**src/rtl/jmfe_pkg.sv**
```systemverilog
// Shared types, codes and key tables of the JSON message field extractor.
`default_nettype none

package jmfe_pkg;

	// Parse modes, one per position in the message grammar.
	typedef enum logic [3:0] {
		M_START,
		M_OBJ,
		M_KEY,
		M_KCOLON,
		M_VALWS,
		M_BODY,
		M_AFTER,
		M_HOBJ,
		M_HKEY,
		M_HCOLON,
		M_HVALWS,
		M_HOST,
		M_HOTHER,
		M_XFF,
		M_XFFREST,
		M_HAFTER
	} mode_t;

	typedef enum logic [2:0] {
		K_ROUTE_BYTE    = 3'd0,
		K_BODY_BYTE     = 3'd1,
		K_ROUTE_RESTART = 3'd2,
		K_BODY_RESTART  = 3'd3,
		K_VERDICT       = 3'd4
	} kind_t;

	typedef enum logic [2:0] {
		ERR_NONE        = 3'd0,
		ERR_NO_BRACE    = 3'd1,
		ERR_NO_COLON    = 3'd2,
		ERR_HDR_NOT_OBJ = 3'd3,
		ERR_UNKNOWN_KEY = 3'd4,
		ERR_EARLY_END   = 3'd5
	} err_t;

	// Key candidate masks.
	localparam logic [3:0] C_HEADERS = 4'b0001;
	localparam logic [3:0] C_BODY    = 4'b0010;
	localparam logic [3:0] C_HOST    = 4'b0100;
	localparam logic [3:0] C_XFF     = 4'b1000;
	localparam logic [3:0] C_ALL     = 4'b1111;

	localparam logic [7:0] CH_NUL    = 8'h00;
	localparam logic [7:0] CH_SPACE  = 8'h20;
	localparam logic [7:0] CH_QUOTE  = 8'h22;
	localparam logic [7:0] CH_COMMA  = 8'h2C;
	localparam logic [7:0] CH_DOT    = 8'h2E;
	localparam logic [7:0] CH_ZERO   = 8'h30;
	localparam logic [7:0] CH_NINE   = 8'h39;
	localparam logic [7:0] CH_COLON  = 8'h3A;
	localparam logic [7:0] CH_LBRACE = 8'h7B;
	localparam logic [7:0] CH_RBRACE = 8'h7D;

	localparam logic [3:0] KEY_POS_MAX = 4'd15;

	// Key names, right-justified: the first character sits highest.
	localparam logic [127:0] CAND_NAME [4] = '{
		128'("headers"),
		128'("body"),
		128'("Host"),
		128'("X-Forwarded-For")
	};
	localparam logic [3:0] CAND_LEN [4] = '{4'd7, 4'd4, 4'd4, 4'd15};

	// Result of one parser step, as handed to the result register.
	typedef struct packed {
		logic  vld;
		kind_t kind;
		logic [7:0] data;
		logic  ok;
		err_t  err;
	} res_t;

	// Commands from the parser to the address accumulator.
	typedef struct packed {
		logic restart;
		logic clear;
		logic fin;
		logic chr;
	} xff_ctl_t;

	// Drops the candidates that disagree with key character c at position pos.
	function automatic logic [3:0] key_step(input logic [3:0] cand, input logic [3:0] pos,
			input logic [7:0] c);
		logic [3:0] r;
		logic [3:0] idx;
		logic [7:0] nc;
		r = cand;
		for (int i = 0; i < 4; i++) begin
			idx = CAND_LEN[i] - pos - 4'd1;
			nc = CAND_NAME[i][{idx, 3'b000} +: 8];
			if (cand[i] && ((pos >= CAND_LEN[i]) || (nc != c))) begin
				r[i] = 1'b0;
			end
		end
		return r;
	endfunction

	// Candidates that are alive and fully matched.
	function automatic logic [3:0] key_hit(input logic [3:0] cand, input logic [3:0] pos);
		logic [3:0] r;
		for (int i = 0; i < 4; i++) begin
			r[i] = cand[i] && (pos == CAND_LEN[i]);
		end
		return r;
	endfunction

endpackage

`default_nettype wire

```
**src/rtl/json_message_field_extractor.sv**
```systemverilog
// Top level of the JSON message field extractor: input register, parser and result register.
//
// Usage: the sender streams one message byte per beat on the item channel (ch, item_valid,
// item_stall). A zero byte ends a message. The block answers on the result channel
// (kind, data_byte, ok, error_code, client_addr, last, result_valid, result_stall) with
// Host value bytes (route), body bytes, a restart marker before each such value, and one
// verdict beat with last set that carries success or an error code and the client address
// taken from the first X-Forwarded-For item.
// Timing: a byte is captured in the input register at the edge that accepts it and is
// parsed at the edge that loads the result register, so its result passes the input register
// and then the result register, from which the receiver takes it. One byte
// is taken every cycle while the result side keeps up; most bytes cause no result and leave
// the result register free.
// The parse state advances only at the edge that loads the result register. When the
// receiver stalls a waiting result, the byte in the input register is held and item_stall
// stays high until the result is taken; only an empty input register can still take one
// byte while the result side is stalled.
// Reset clears the parse state, the address accumulator and both valid flags; the block is
// then waiting for the opening brace of a new message. After a verdict the remaining bytes of
// the message are consumed without results until its zero byte.
`default_nettype none

module json_message_field_extractor #(
	parameter int HEADER_VALUE_BYTES = 64,
	parameter int BODY_BYTES         = 1024
) (
	input  wire logic        clk,
	input  wire logic        arst_n,
	input  wire logic        item_valid,
	output logic             item_stall,
	input  wire logic [7:0]  ch,
	output logic             result_valid,
	input  wire logic        result_stall,
	output logic [2:0]       kind,
	output logic [7:0]       data_byte,
	output logic             ok,
	output logic [2:0]       error_code,
	output logic [31:0]      client_addr,
	output logic             last
);
	import jmfe_pkg::*;

	logic       vld_s1;
	logic [7:0] ch_s1;
	logic       adv;
	logic       step;
	res_t       res;
	xff_ctl_t   xff;
	logic [31:0] addr;

	logic        vld_s2;
	kind_t       kind_s2;
	logic [7:0]  data_s2;
	logic        ok_s2;
	err_t        err_s2;
	logic [31:0] addr_s2;

	// The result register can take a new value when it is empty or being read this cycle.
	assign adv        = !vld_s2 || !result_stall;
	assign step       = vld_s1 && adv;
	assign item_stall = vld_s1 && !adv;

	always_ff @(posedge clk or negedge arst_n) begin
		if (!arst_n) begin
			vld_s1 <= 1'b0;
		end else if (!item_stall) begin
			vld_s1 <= item_valid;
		end
	end

	always_ff @(posedge clk) begin
		if (item_valid && !item_stall) begin
			ch_s1 <= ch;
		end
	end

	jmfe_parser #(
		.HEADER_VALUE_BYTES(HEADER_VALUE_BYTES),
		.BODY_BYTES(BODY_BYTES)
	) u_parser (
		.clk(clk),
		.arst_n(arst_n),
		.en(step),
		.ch(ch_s1),
		.res(res),
		.xff(xff)
	);

	jmfe_xff u_xff (
		.clk(clk),
		.arst_n(arst_n),
		.en(step),
		.ctl(xff),
		.ch(ch_s1),
		.addr(addr)
	);

	always_ff @(posedge clk or negedge arst_n) begin
		if (!arst_n) begin
			vld_s2 <= 1'b0;
		end else if (adv) begin
			vld_s2 <= vld_s1 && res.vld;
		end
	end

	// Only a successful verdict reports the address.
	always_ff @(posedge clk) begin
		if (step && res.vld) begin
			kind_s2 <= res.kind;
			data_s2 <= res.data;
			ok_s2   <= res.ok;
			err_s2  <= res.err;
			addr_s2 <= res.ok ? addr : 32'd0;
		end
	end

	assign result_valid = vld_s2;
	assign kind         = kind_s2;
	assign data_byte    = data_s2;
	assign ok           = ok_s2;
	assign error_code   = err_s2;
	assign client_addr  = addr_s2;
	assign last         = (kind_s2 == K_VERDICT);

	a_stall_only_when_full: assert property (@(posedge clk) disable iff (!arst_n)
		item_stall |-> (vld_s1 && vld_s2 && result_stall))
		else $error("item channel stalled while the pipeline had room");

	a_ok_is_clean_verdict: assert property (@(posedge clk) disable iff (!arst_n)
		(result_valid && ok) |-> (kind_s2 == K_VERDICT && err_s2 == ERR_NONE))
		else $error("success flag on a beat that is not a clean verdict");

	a_fail_has_code: assert property (@(posedge clk) disable iff (!arst_n)
		(result_valid && kind_s2 == K_VERDICT && !ok) |-> (err_s2 != ERR_NONE && addr_s2 == '0))
		else $error("failed verdict without an error code or with an address");

	a_markers_carry_no_data: assert property (@(posedge clk) disable iff (!arst_n)
		(result_valid && kind_s2 != K_ROUTE_BYTE && kind_s2 != K_BODY_BYTE) |-> (data_s2 == '0))
		else $error("data byte set on a marker or verdict beat");

	a_no_advance_under_stall: assert property (@(posedge clk) disable iff (!arst_n)
		(vld_s2 && result_stall) |=> (vld_s2 && $stable(addr_s2) && $stable(kind_s2)))
		else $error("result register changed while the receiver stalled");

endmodule

`default_nettype wire

```
**src/rtl/jmfe_xff.sv**
```systemverilog
// Address accumulator for the first X-Forwarded-For list item.
`default_nettype none

module jmfe_xff (
	input  wire logic               clk,
	input  wire logic               arst_n,
	input  wire logic               en,
	input  wire jmfe_pkg::xff_ctl_t ctl,
	input  wire logic [7:0]         ch,
	output logic [31:0]             addr
);
	import jmfe_pkg::*;

	logic [2:0]  idx_q, idx_d;
	logic [1:0]  chars_q, chars_d;
	logic [9:0]  val_q, val_d;
	logic        done_q, done_d;
	logic [31:0] addr_q, addr_d;

	logic [2:0]  b_idx;
	logic [1:0]  b_chars;
	logic [9:0]  b_val;
	logic        b_done;
	logic [31:0] b_addr;
	logic [31:0] placed;
	logic        is_digit;

	assign is_digit = (ch >= CH_ZERO) && (ch <= CH_NINE);

	// The current octet shifted to its place; only used while idx_q is below four.
	always_comb begin
		case (idx_q[1:0])
			2'd0:    placed = {22'd0, val_q} << 24;
			2'd1:    placed = {22'd0, val_q} << 16;
			2'd2:    placed = {22'd0, val_q} << 8;
			default: placed = {22'd0, val_q};
		endcase
	end

	always_comb begin
		idx_d   = idx_q;
		chars_d = chars_q;
		val_d   = val_q;
		done_d  = done_q;
		addr_d  = addr_q;
		b_idx   = idx_q + 3'd1;
		b_chars = chars_q;
		b_val   = val_q;
		b_done  = done_q;
		b_addr  = addr_q | placed;
		if (ctl.restart || ctl.clear) begin
			idx_d   = '0;
			chars_d = '0;
			val_d   = '0;
			done_d  = 1'b0;
			addr_d  = '0;
		end else if (idx_q[2] == 1'b0 && (ctl.fin || (ctl.chr && ch == CH_DOT))) begin
			idx_d   = b_idx;
			chars_d = '0;
			val_d   = '0;
			done_d  = 1'b0;
			addr_d  = b_addr;
		end else if (ctl.chr && idx_q[2] == 1'b0) begin
			// A fourth character closes the octet before it is looked at.
			if (chars_q == 2'd3) begin
				b_chars = '0;
				b_val   = '0;
				b_done  = 1'b0;
			end else begin
				b_idx  = idx_q;
				b_addr = addr_q;
			end
			idx_d   = b_idx;
			addr_d  = b_addr;
			chars_d = b_chars;
			val_d   = b_val;
			done_d  = b_done;
			if (b_idx[2] == 1'b0) begin
				if (!b_done && is_digit) begin
					val_d = 10'(b_val * 10'd10) + {2'b00, 8'(ch - CH_ZERO)};
				end else begin
					done_d = 1'b1;
				end
				chars_d = b_chars + 2'd1;
			end
		end
	end

	always_ff @(posedge clk or negedge arst_n) begin
		if (!arst_n) begin
			idx_q   <= '0;
			chars_q <= '0;
			val_q   <= '0;
			done_q  <= 1'b0;
			addr_q  <= '0;
		end else if (en) begin
			idx_q   <= idx_d;
			chars_q <= chars_d;
			val_q   <= val_d;
			done_q  <= done_d;
			addr_q  <= addr_d;
		end
	end

	assign addr = addr_q;

endmodule

`default_nettype wire

```
**src/rtl/jmfe_parser.sv**
```systemverilog
// Message parser: mode, key matching and value counting for one byte per cycle while enabled.
`default_nettype none

module jmfe_parser #(
	parameter int HEADER_VALUE_BYTES = 64,
	parameter int BODY_BYTES         = 1024
) (
	input  wire logic                clk,
	input  wire logic                arst_n,
	input  wire logic                en,
	input  wire logic [7:0]          ch,
	output jmfe_pkg::res_t           res,
	output jmfe_pkg::xff_ctl_t       xff
);
	import jmfe_pkg::*;

	localparam int CNT_MAX = (BODY_BYTES > HEADER_VALUE_BYTES) ? BODY_BYTES : HEADER_VALUE_BYTES;
	localparam int CNT_W   = $clog2(CNT_MAX);
	localparam logic [CNT_W-1:0] BODY_LIMIT = CNT_W'(BODY_BYTES - 1);
	localparam logic [CNT_W-1:0] HOST_LIMIT = CNT_W'(HEADER_VALUE_BYTES - 1);
	localparam logic [CNT_W-1:0] CNT_ONE    = CNT_W'(1);

	mode_t            mode_q, mode_d, eff_mode;
	logic [3:0]       kpos_q, kpos_d;
	logic [3:0]       kcand_q, kcand_d;
	logic [CNT_W-1:0] vcnt_q, vcnt_d;
	logic             vsent_q, vsent_d;
	logic             body_room, host_room;
	logic [3:0]       hit;
	logic [3:0]       kpos_inc;

	assign body_room = vcnt_q < BODY_LIMIT;
	assign host_room = vcnt_q < HOST_LIMIT;
	assign hit       = key_hit(kcand_q, kpos_q);
	assign kpos_inc  = (kpos_q < KEY_POS_MAX) ? kpos_q + 4'd1 : kpos_q;

	// After a value, a byte other than the separator (or, in the headers object, a space) is handled by the object mode.
	always_comb begin
		eff_mode = mode_q;
		if (mode_q == M_AFTER && ch != CH_COMMA) begin
			eff_mode = M_OBJ;
		end else if (mode_q == M_HAFTER && ch != CH_SPACE && ch != CH_COMMA) begin
			eff_mode = M_HOBJ;
		end
	end

	always_comb begin : next_state
		mode_d  = mode_q;
		kpos_d  = kpos_q;
		kcand_d = kcand_q;
		vcnt_d  = vcnt_q;
		xff     = '0;
		if (ch == CH_NUL) begin
			mode_d      = M_START;
			kpos_d      = '0;
			kcand_d     = C_ALL;
			vcnt_d      = '0;
			xff.restart = 1'b1;
		end else if (!vsent_q) begin
			unique case (eff_mode)
				M_START: begin
					if (ch == CH_LBRACE) mode_d = M_OBJ;
				end
				M_OBJ: begin
					if (ch != CH_SPACE && ch != CH_RBRACE) begin
						kpos_d  = '0;
						kcand_d = C_HEADERS | C_BODY;
						mode_d  = M_KEY;
					end
				end
				M_KEY, M_HKEY: begin
					if (ch == CH_QUOTE) begin
						mode_d = (eff_mode == M_KEY) ? M_KCOLON : M_HCOLON;
					end else begin
						kcand_d = key_step(kcand_q, kpos_q, ch);
						kpos_d  = kpos_inc;
					end
				end
				M_KCOLON: begin
					if (ch == CH_COLON) begin
						if ((hit & C_HEADERS) != '0) begin
							kcand_d = C_HEADERS;
							mode_d  = M_VALWS;
						end else if ((hit & C_BODY) != '0) begin
							kcand_d = C_BODY;
							mode_d  = M_VALWS;
						end
					end
				end
				M_VALWS: begin
					if (ch != CH_SPACE) begin
						if (kcand_q == C_HEADERS) begin
							if (ch == CH_LBRACE) mode_d = M_HOBJ;
						end else begin
							vcnt_d = '0;
							mode_d = M_BODY;
						end
					end
				end
				M_BODY: begin
					if (ch == CH_QUOTE) begin
						mode_d = M_AFTER;
					end else if (body_room) begin
						vcnt_d = vcnt_q + CNT_ONE;
					end
				end
				M_AFTER: begin
					mode_d = M_OBJ;
				end
				M_HOBJ: begin
					if (ch == CH_RBRACE) begin
						mode_d = M_AFTER;
					end else if (ch != CH_SPACE) begin
						kpos_d  = '0;
						kcand_d = C_HOST | C_XFF;
						mode_d  = M_HKEY;
					end
				end
				M_HCOLON: begin
					if (ch == CH_COLON) begin
						if ((hit & C_HOST) != '0) kcand_d = C_HOST;
						else if ((hit & C_XFF) != '0) kcand_d = C_XFF;
						else kcand_d = '0;
						mode_d = M_HVALWS;
					end
				end
				M_HVALWS: begin
					if (ch != CH_SPACE) begin
						vcnt_d = '0;
						if (kcand_q == C_HOST) begin
							mode_d = M_HOST;
						end else if (kcand_q == C_XFF) begin
							xff.clear = 1'b1;
							mode_d    = M_XFF;
						end else begin
							mode_d = M_HOTHER;
						end
					end
				end
				M_HOST: begin
					if (ch == CH_QUOTE) begin
						mode_d = M_HAFTER;
					end else if (host_room) begin
						vcnt_d = vcnt_q + CNT_ONE;
					end
				end
				M_HOTHER, M_XFFREST: begin
					if (ch == CH_QUOTE) mode_d = M_HAFTER;
				end
				M_XFF: begin
					if (ch == CH_QUOTE) begin
						xff.fin = 1'b1;
						mode_d  = M_HAFTER;
					end else if (ch == CH_COMMA) begin
						xff.fin = 1'b1;
						mode_d  = M_XFFREST;
					end else if (host_room) begin
						vcnt_d  = vcnt_q + CNT_ONE;
						xff.chr = 1'b1;
					end
				end
				M_HAFTER: begin
					if (ch == CH_COMMA) mode_d = M_HOBJ;
				end
				default: begin
					mode_d = M_START;
				end
			endcase
		end
	end

	always_comb begin : result
		res = '0;
		if (ch == CH_NUL) begin
			if (!vsent_q) begin
				res.vld  = 1'b1;
				res.kind = K_VERDICT;
				res.err  = ERR_EARLY_END;
			end
		end else if (!vsent_q) begin
			unique case (eff_mode)
				M_START: begin
					if (ch != CH_SPACE && ch != CH_LBRACE) begin
						res.vld  = 1'b1;
						res.kind = K_VERDICT;
						res.err  = ERR_NO_BRACE;
					end
				end
				M_OBJ: begin
					if (ch == CH_RBRACE) begin
						res.vld  = 1'b1;
						res.kind = K_VERDICT;
						res.ok   = 1'b1;
					end
				end
				M_KCOLON, M_HCOLON: begin
					if (ch != CH_SPACE && ch != CH_COLON) begin
						res.vld  = 1'b1;
						res.kind = K_VERDICT;
						res.err  = ERR_NO_COLON;
					end else if (eff_mode == M_KCOLON && ch == CH_COLON
							&& (hit & (C_HEADERS | C_BODY)) == '0) begin
						res.vld  = 1'b1;
						res.kind = K_VERDICT;
						res.err  = ERR_UNKNOWN_KEY;
					end
				end
				M_VALWS: begin
					if (ch != CH_SPACE) begin
						res.vld = 1'b1;
						if (kcand_q == C_HEADERS) begin
							res.vld  = (ch != CH_LBRACE);
							res.kind = K_VERDICT;
							res.err  = ERR_HDR_NOT_OBJ;
						end else begin
							res.kind = K_BODY_RESTART;
						end
					end
				end
				M_BODY: begin
					if (ch != CH_QUOTE && body_room) begin
						res.vld  = 1'b1;
						res.kind = K_BODY_BYTE;
						res.data = ch;
					end
				end
				M_HVALWS: begin
					if (ch != CH_SPACE && kcand_q == C_HOST) begin
						res.vld  = 1'b1;
						res.kind = K_ROUTE_RESTART;
					end
				end
				M_HOST: begin
					if (ch != CH_QUOTE && host_room) begin
						res.vld  = 1'b1;
						res.kind = K_ROUTE_BYTE;
						res.data = ch;
					end
				end
				default: begin
					res = '0;
				end
			endcase
		end
	end

	// A verdict closes the message until its terminating NUL.
	assign vsent_d = (ch == CH_NUL) ? 1'b0 : (vsent_q | (res.vld && res.kind == K_VERDICT));

	always_ff @(posedge clk or negedge arst_n) begin
		if (!arst_n) begin
			mode_q  <= M_START;
			kpos_q  <= '0;
			kcand_q <= C_ALL;
			vcnt_q  <= '0;
			vsent_q <= 1'b0;
		end else if (en) begin
			mode_q  <= mode_d;
			kpos_q  <= kpos_d;
			kcand_q <= kcand_d;
			vcnt_q  <= vcnt_d;
			vsent_q <= vsent_d;
		end
	end

endmodule

`default_nettype wire
```
**config.mk**
```make
export PLATFORM = sky130hd
export DESIGN_NAME = json_message_field_extractor
export DESIGN_NICKNAME = d
export VERILOG_FILES = /design/src/rtl/jmfe_pkg.sv /design/src/rtl/json_message_field_extractor.sv /design/src/rtl/jmfe_xff.sv /design/src/rtl/jmfe_parser.sv
export SDC_FILE = /design/constraint.sdc
export NUM_CORES = 1
export LEC_CHECK = 0
export ABC_AREA = 1
export BUFFER_PORTS_ARGS = -buffer_cell sky130_fd_sc_hd__buf_4
export CORE_MARGIN = 4
export CORE_UTILIZATION = 35
export DETAILED_ROUTE_END_ITERATION = 7
export HOLD_SLACK_MARGIN = 0.02
export PLACE_DENSITY_LB_ADDON = 0.3
export SYNTH_ARGS = -nofsm -noshare
export SYNTH_HDL_FRONTEND = slang
export SYNTH_SLANG_ARGS = --single-unit
export TNS_END_PERCENT = 100
```
**constraint.sdc**
```tcl
create_clock -name clk -period 3.9 [get_ports clk]
set_input_delay 0.78 -clock clk [delete_from_list [all_inputs] [get_ports clk]]
set_output_delay 0.78 -clock clk [all_outputs]
set_load 0.01 [all_outputs]
```
# Yosys cells after proc, flatten, opt, wreduce, memory -nomap -nowiden
# Cells that the tools add are included.
[word_totals]
ff_bits = 128
inputBits = 12
out_inout_bits = 50
elab_cells = 328
[classes]
n_addsub = 12
n_mul = 1
order_cmp = 8
n_eq_ne = 73
n_shift = 4
mux = 141
bitwise_logic = 3
n_reduce_logical = 64
[ops]
columns = ["op", "n"]
rows = [
  ["128-bit by 8-bit indexed part select with 8-bit output (first input constant)", 4],
  ["10-bit 2-to-1 mux", 20],
  ["4-bit 2-to-1 mux", 50],
  ["32-bit 2-to-1 mux", 4],
  ["32-bit case mux with 3 select lines", 1],
  ["11-bit AND reduction", 5],
  ["4-bit case mux with 13 select lines", 1],
  ["3-bit by 1-bit inequality test with 1-bit output (second input constant)", 17],
  ["10-bit case mux with 5 select lines", 1],
  ["3-bit 2-to-1 mux", 16],
  ["4-bit == test (second input constant)", 11],
  ["4-bit by 3-bit == test with 1-bit output (second input constant)", 8],
  ["8-bit by 6-bit == test with 1-bit output (second input constant)", 4],
  ["8-bit by 6-bit inequality test with 1-bit output (second input constant)", 4],
  ["8-bit inequality test", 4],
  ["32-bit OR", 1],
  ["1-bit logical AND", 30],
  ["1-bit 2-to-1 mux", 30],
  ["4-bit case mux with 7 select lines", 1],
  ["12-bit 2-to-1 mux", 2],
  ["2-bit 2-to-1 mux", 10],
  ["4-bit case mux with 5 select lines", 1],
  ["8-bit by 7-bit == test with 1-bit output (second input constant)", 2],
  ["16-bit 2-to-1 mux", 1],
  ["47 further kinds", 78],
]

# Longest topological paths before layout
[logic_depth]
ltp_word = 21
mapped_depth = 19

# Cells and area by module
# Synthesis repeated with hierarchy kept, for this count alone.
[unflattened]
hier_cells = 1181
hier_area_um2 = 8848.5
[modules_own_cells]
columns = ["module", "instances", "cells_each", "area_each_um2"]
rows = [
  ["jmfe_xff", 1, 482, 3479.6],
  ["jmfe_parser", 1, 561, 3335.7],
  ["json_message_field_extractor", 1, 138, 2033.2],
]

# Worst setup path after synthesis
# No wires, ideal clock.
[synth_path]
path_kind = "register -> register"
startpoint = "reg ch_s1[4]"
endpoint = "reg addr_s2[0], in the netlist client_addr[0] (enable)"
setup_time_ns = 0.401
arrival_ns = 2.908
path_slack_ns = 0.590
path_stages_with_launch = 18
path_buffers = 0
synth_period_minus_slack_ns = 3.310
path_cell_list = "edfxtp_1 -> inv_1 -> ha_1 -> nand2_2 -> inv_2 -> nand2_2 -> nand2_2 -> o21ai_1 -> inv_1 -> nor2_2 -> nand2_1 -> nand2_1 -> nor2_1 -> nand2_1 -> nand2_1 -> nand2_1 -> nand2_1 -> inv_1"
[synth_between]
elab_chain_cells = 14
word_cells_on_any_way = 42
classes_between = "eq/ne (14); mux (14); reduce/logical (14)"
[synth_lines]
columns = ["item", "line_no", "rtl"]
rows = [
  ["start: declaration", "json_message_field_extractor.sv:44", "logic [7:0] ch_s1;"],
  ["start signal: assignment", "json_message_field_extractor.sv:73", "ch_s1 <= ch;"],
  ["8-bit by 6-bit inequality test with 1-bit output", "--", ""],
  ["1-bit logical AND (2 in series)", "jmfe_parser.sv:42", "end else if (mode_q == M_HAFTER && ch != CH_SPACE && ch != CH_COMMA) begin"],
  ["4-bit 2-to-1 mux", "jmfe_parser.sv:42", ""],
  ["4-bit 2-to-1 mux", "jmfe_parser.sv:40", "if (mode_q == M_AFTER && ch != CH_COMMA) begin"],
  ["4-bit by 2-bit == test with 1-bit output", "jmfe_parser.sv:181, jmfe_parser.sv:201", ""],
  ["1-bit logical AND", "jmfe_parser.sv:201", "end else if (eff_mode == M_KCOLON && ch == CH_COLON"],
  ["1-bit logical AND", "jmfe_parser.sv:202", "&& (hit & (C_HEADERS | C_BODY)) == '0) begin"],
  ["4-bit 2-to-1 mux", "jmfe_parser.sv:201", ""],
  ["4-bit 2-to-1 mux", "jmfe_parser.sv:197", "if (ch != CH_SPACE && ch != CH_COLON) begin"],
  ["4-bit case mux with 7 select lines", "jmfe_parser.sv:181", "unique case (eff_mode)"],
  ["16-bit 2-to-1 mux", "jmfe_parser.sv:180", "end else if (!vsent_q) begin"],
  ["4-bit 2-to-1 mux *", "jmfe_parser.sv:174", "if (ch == CH_NUL) begin"],
  ["1-bit logical AND *", "json_message_field_extractor.sv:108", "if (step && res.vld) begin"],
  ["end signal: assignment", "json_message_field_extractor.sv:113", "addr_s2 <= res.ok ? addr : 32'd0;"],
  ["end: declaration", "json_message_field_extractor.sv:56", "logic [31:0] addr_s2;"],
]
# Every way passes the cells marked *; elsewhere a longest branch is shown, timed or not.
# A chain may end at the register's enable or synchronous reset.

# Worst setup path after layout
[layout_path]
startpoint = "reg u_xff.chars_q[0]"
endpoint = "reg u_xff.val_q[9]"
[layout_between]
elab_chain_cells = 12
word_cells_on_any_way = 22
classes_between = "add/sub (1); mul (1); eq/ne (1); mux (17); reduce/logical (2)"
[layout_lines]
columns = ["item", "line_no", "rtl"]
rows = [
  ["start: declaration", "jmfe_xff.sv:15", "logic [1:0] chars_q, chars_d;"],
  ["start signal: assignment", "jmfe_xff.sv:98", "chars_q <= chars_d;"],
  ["2-bit == test *", "jmfe_xff.sv:65", "if (chars_q == 2'd3) begin"],
  ["10-bit 2-to-1 mux or 1-bit 2-to-1 mux (tied branches)", "jmfe_xff.sv:65", ""],
  ["10-bit 2-to-1 mux or 1-bit 2-to-1 mux (tied branches)", "jmfe_xff.sv:63", "end else if (ctl.chr && idx_q[2] == 1'b0) begin"],
  ["10-bit 2-to-1 mux or 1-bit 2-to-1 mux (tied branches)", "jmfe_xff.sv:57", "end else if (idx_q[2] == 1'b0 && (ctl.fin || (ctl.chr && ch == CH_DOT))) begin"],
  ["10-bit 2-to-1 mux or 1-bit 2-to-1 mux (tied branches)", "jmfe_xff.sv:51", "if (ctl.restart || ctl.clear) begin"],
  ["10-bit by 3-bit multiplier with 9-bit output or 1-bit zero test (tied branches)", "jmfe_xff.sv:80, jmfe_xff.sv:79", ""],
  ["10-bit by 8-bit adder with 10-bit output or 1-bit logical AND (tied branches)", "jmfe_xff.sv:80, jmfe_xff.sv:79", ""],
  ["10-bit 2-to-1 mux", "jmfe_xff.sv:79", "if (!b_done && is_digit) begin"],
  ["10-bit 2-to-1 mux *", "jmfe_xff.sv:78", "if (b_idx[2] == 1'b0) begin"],
  ["10-bit 2-to-1 mux *", "jmfe_xff.sv:63", ""],
  ["10-bit 2-to-1 mux *", "jmfe_xff.sv:57", ""],
  ["10-bit 2-to-1 mux *", "jmfe_xff.sv:51", ""],
  ["end signal: assignment", "jmfe_xff.sv:99", "val_q <= val_d;"],
  ["end: declaration", "jmfe_xff.sv:16", "logic [9:0] val_q, val_d;"],
]
# Every way passes the cells marked *; elsewhere a longest branch is shown, timed or not. The select of a mux whose other input is x is not followed.

==> results.txt <==
----------------------------------------------------
[Pwr]
  Leakage power figure ... 4.59 nW
  Clock network fraction of total power ... 49.5%
  Largest vdd supply drop ... 0.249 mV
  Switching Share ... 24.8%
  Internal power component ... 2.53 mW
  Post-layout power ... 3.36 mW
  Power per standard cell area ... 340 nW/um^2
  Switch Pwr ... 0.835 mW
  Combinational share of power ... 6.9%
  Reg power frac ... 43.6%

[Synth]
  Share of synthesized area occupied by flip-flops and latches ... 40.9%
  Synthesized instance count ... 1132
  Post-synthesis average cell area ... 7.53 um^2
  Synthesized net count ... 1187
  Post-synthesis instance area ... 8530 um^2
  Flip-flop cell with the highest count after synthesis ... dfrtp_1
  Post-synthesis sequential element count ... 128
  Number of unique standard cell types used by synthesis ... 50
  Number of warnings reported in the yosys synthesis log ... 0
  Count of flip-flops with a built-in enable after synthesis ... 55
  Proportion of register bits with asynchronous set or reset after synthesis ... 57.0%

[Layout]
  Share of the core filled with cells ... 41.8%
  Most common library cell in the layout ignoring fill and taps ... nand2_1
  Final std cell area, no fill ... 9890 um^2
  Antenna fix cells ... 0
  Highest-count cells in the layout ignoring fill and taps ... 276 x nand2_1, 133 x nor2_1, 132 x inv_1
  Fraction of layout cells with a size suffix above 1 ... 12.9%
  Number of filler cells placed in the layout ... 2480
  Post-layout nets ... 1241
  Layout Area Growth over Synthesis ... 16.0%

[Setup path]
  Endpoint of the worst register-to-register path ... u_xff.val_q[9]
  Top Family by Delay on Critical Path ... adder cells
  Standard cell with the maximum stage delay on the critical path ... dfrtp_1
  Peak per-stage delay on the critical path ... 0.42 ns
  Largest fanout on the critical path ... 12
  Flop-to-flop setup slack ... 0.46 ns
  Setup CP Type ... flip-flop to flip-flop
  Critical Path Sink Type ... flip-flop
  Cells traversed along the worst timing path ... ha_1 -> nor2_1 -> ha_1 -> ha_1 -> inv_1 -> fa_1 -> inv_1 -> ha_1 -> nand2_1 -> nand2_1 -> a21o_1 -> a21oi_1 -> nor2_1 -> nand2_1 -> nand2_1 -> o21ai_0 -> inv_1 -> o21ai_1
  Depth of the worst register-to-register path ... 18
  Worst path buffer plus inverter count ... 3
  Req. time, crit path ... 4.23 ns
  Worst reg2reg path startpoint ... u_xff.chars_q[0]
  Critical path depth ... 18
  Worst Setup Start Kind ... flip-flop
  Beginning of the critical path ... u_xff.chars_q[0]
  End point of the critical path ... u_xff.val_q[9]
  Arrival time worst endpoint ... 3.77 ns

[Routing]
  Total number of vias ... 7624
  First-pass DRT Iterations ... 5
  Initial DRC count ... 716
  Wirelength per Cell ... 15.0 um
  Detailed-route vias per instance ... 5.02
  Routed wire length ... 22.8 mm
  DRC violation count after routing ... 0
  Post-route ant nets ... 0

[Die]
  Initial core utilization ... 36.0%
  Floorplan Core Area ... 23700 um^2
  Width of the die ... 164 um
  Die area ... 26900 um^2
  Die Y-Extent ... 164 um
  Top-level I/O count ... 62
  Site row count ... 56

[GRT]
  Met1 GRT Util ... 25.2%
  Met2 Track Usage GR ... 26.6%
  Global-route wire length before repair ... 37.8 mm
  Vias in the first global route ... 7306
  All-Layer GR Usage ... 17.4%
  Remaining Overflow, GRT ... 0
  Routing layer with the top usage in global route ... met2
  Initial antenna violation count ... 0
  Global-route met3 utilization ... 3.14%
  Maximum number of pins on one net before global-route repair ... 74

[Clock network]
  Cell chosen for the clock root ... clkbuf_16
  TritonCTS clock tree ... done
  Bufs on Longest Clock Path ... 2
  CTS Hold Bufs ... 0
  Number of clock buffers inserted by TritonCTS ... 17
  Htree depth ... 4
  Post-CTS Setup Bufs ... 0
  TritonCTS Sinks ... 128
  Clk_lat worst skew ... 0.43 ns
  Clock-pin transition on the worst setup and hold timing paths ... 0.06 ns
  Number of resized instances in the post-cts repair step ... 0

[STA]
  Transition at the pin with the smallest max-transition slack ... 0.990 ns
  Total of endpoints with negative setup slack in the final report ... 0
  TNS Setup ... 0 ns
  Crit path setup slack, layout ... 0.463 ns
  Final count of pins violating max slew ... 0
  Remaining max-slew budget at the tightest pin ... 34.0%
  Final worst path period share ... 88.1%
  Unrepaired setup endpoints after global routing ... no
  Fin. Hold Viols ... 0
  Minimum clock period ... 3.44 ns
  Maximum frequency from static timing analysis ... 291 MHz
  Setup skew after layout ... 0.00766 ns

[Outcome]
  Result of the run ... finished, final reports clean

[Place]
  Final weighted congestion of routability-driven global placement ... 0.923
  Instance area at placement ... 9280 um^2
  Post-Place Worst Slack ... 0.469 ns
  Count of buffers inserted at the top-level ports ... 61
  Detail Placement HPWL ... 16.4 mm

[Hold path]
  Worst Hold Class ... flip-flop to flip-flop

[Run]
  Max-Cap Viols ... 0

----------------------------------------------------
## Yosys cell counts (13+ instances only)
cell	count	area share [%]
dfrtp_1	69	20
nand4_1	43	3.2
edfxtp_1	55	19
nand2_1	276	12
inv_1	133	5.9
clkbuf_1	18	0.79
nor2_1	133	5.9
nand3_1	74	4.3
o21ai_0	55	3.2
o21ai_1	21	1.2
nor3_1	23	1.4
a21oi_1	63	3.7
ha_1	41	6.0
nand2_2	13	0.95
## tightest hold or removal path, cell delays in order, from the launching register on
cell and delay [ns]:
dfrtp_1 0.34, nand2_1 0.05, nand2_1 0.04
## area by class of cell
| cell class | instances | area, um^2 | share of cell area, % |
|---|---|---|---|
| multi-input combinational | 824 | 4310 | 43.6 |
| timing repair buffer | 71 | 546 | 5.51 |
| tap | 319 | 399 | 4.03 |
| clock inverter | 14 | 179 | 1.81 |
| inverter | 144 | 543 | 5.49 |
| clock buffer | 18 | 429 | 4.34 |
| sequential | 128 | 3480 | 35.2 |
## layer usage
metal	up-vias	routed length [um]	part of all wire, %
met5	-	0	0
met4	0	352	1.5
met3	33	1350	5.9
met2	211	10200	45
met1	3531	10900	48
li1	3849	-	-
## how the worst min path moves through the flow
| stage | startpoint | to | slack (ns) | cells past startpoint |
|---|---|---|---|---|
| 6_report | u_xff.addr[30] | u_xff.addr[30] | 0.47 | 2 |
| 2_1_floorplan | u_xff.addr[18] | u_xff.addr[18] | 0.44 | 2 |
| 3_3_place_gp | u_xff.addr[19] | u_xff.addr[19] | 0.45 | 2 |
| 5_1_grt | u_xff.addr[30] | u_xff.addr[30] | 0.49 | 2 |
| 3_5_place_dp | u_xff.addr[9] | u_xff.addr[9] | 0.46 | 2 |
| 4_1_cts | u_xff.addr[29] | u_xff.addr[29] | 0.47 | 2 |
## per-stage QoR
step,cells,hold slack [ns]
3_5_place_dp,1486,0.459
2_1_floorplan,1132,0.442
3_3_place_gp,1486,0.453
4_1_cts,1518,0.475
5_1_grt,1518,0.489
6_report,1518,0.470
## sequential cells by signal, indices dropped and copies added, names as in the netlist, 2 cells and up
signal,count
client_addr,32
u_xff.addr,32
u_parser.vcnt_q,10
u_xff.val_q,10
ch_s1,8
data_byte,8
u_parser.kcand_q,4
u_parser.kpos_q,4
u_parser.mode_q,4
error_code,3
kind,3
u_xff.idx_q,3
u_xff.chars_q,2
## power groups by stage
stage	Sequential (mW)	Combinational, mW	Clock [mW]
detailed placement	1.49	0.234	0
CTS	1.47	0.235	1.70
global placement	1.49	0.232	0
floorplan	1.48	0.141	0
global route	1.47	0.262	1.76
finish	1.47	0.234	1.67
## logic make-up after synthesis
family	after synthesis	share of synthesized area, %
compound gates	165	10.4
xor+xnor	22	2.26
fa+ha+maj	43	6.49
buf+inv	180	8.56
flops	128	40.9
simple gates	594	31.4
Note: power is estimated with default switching activity, not from simulation.
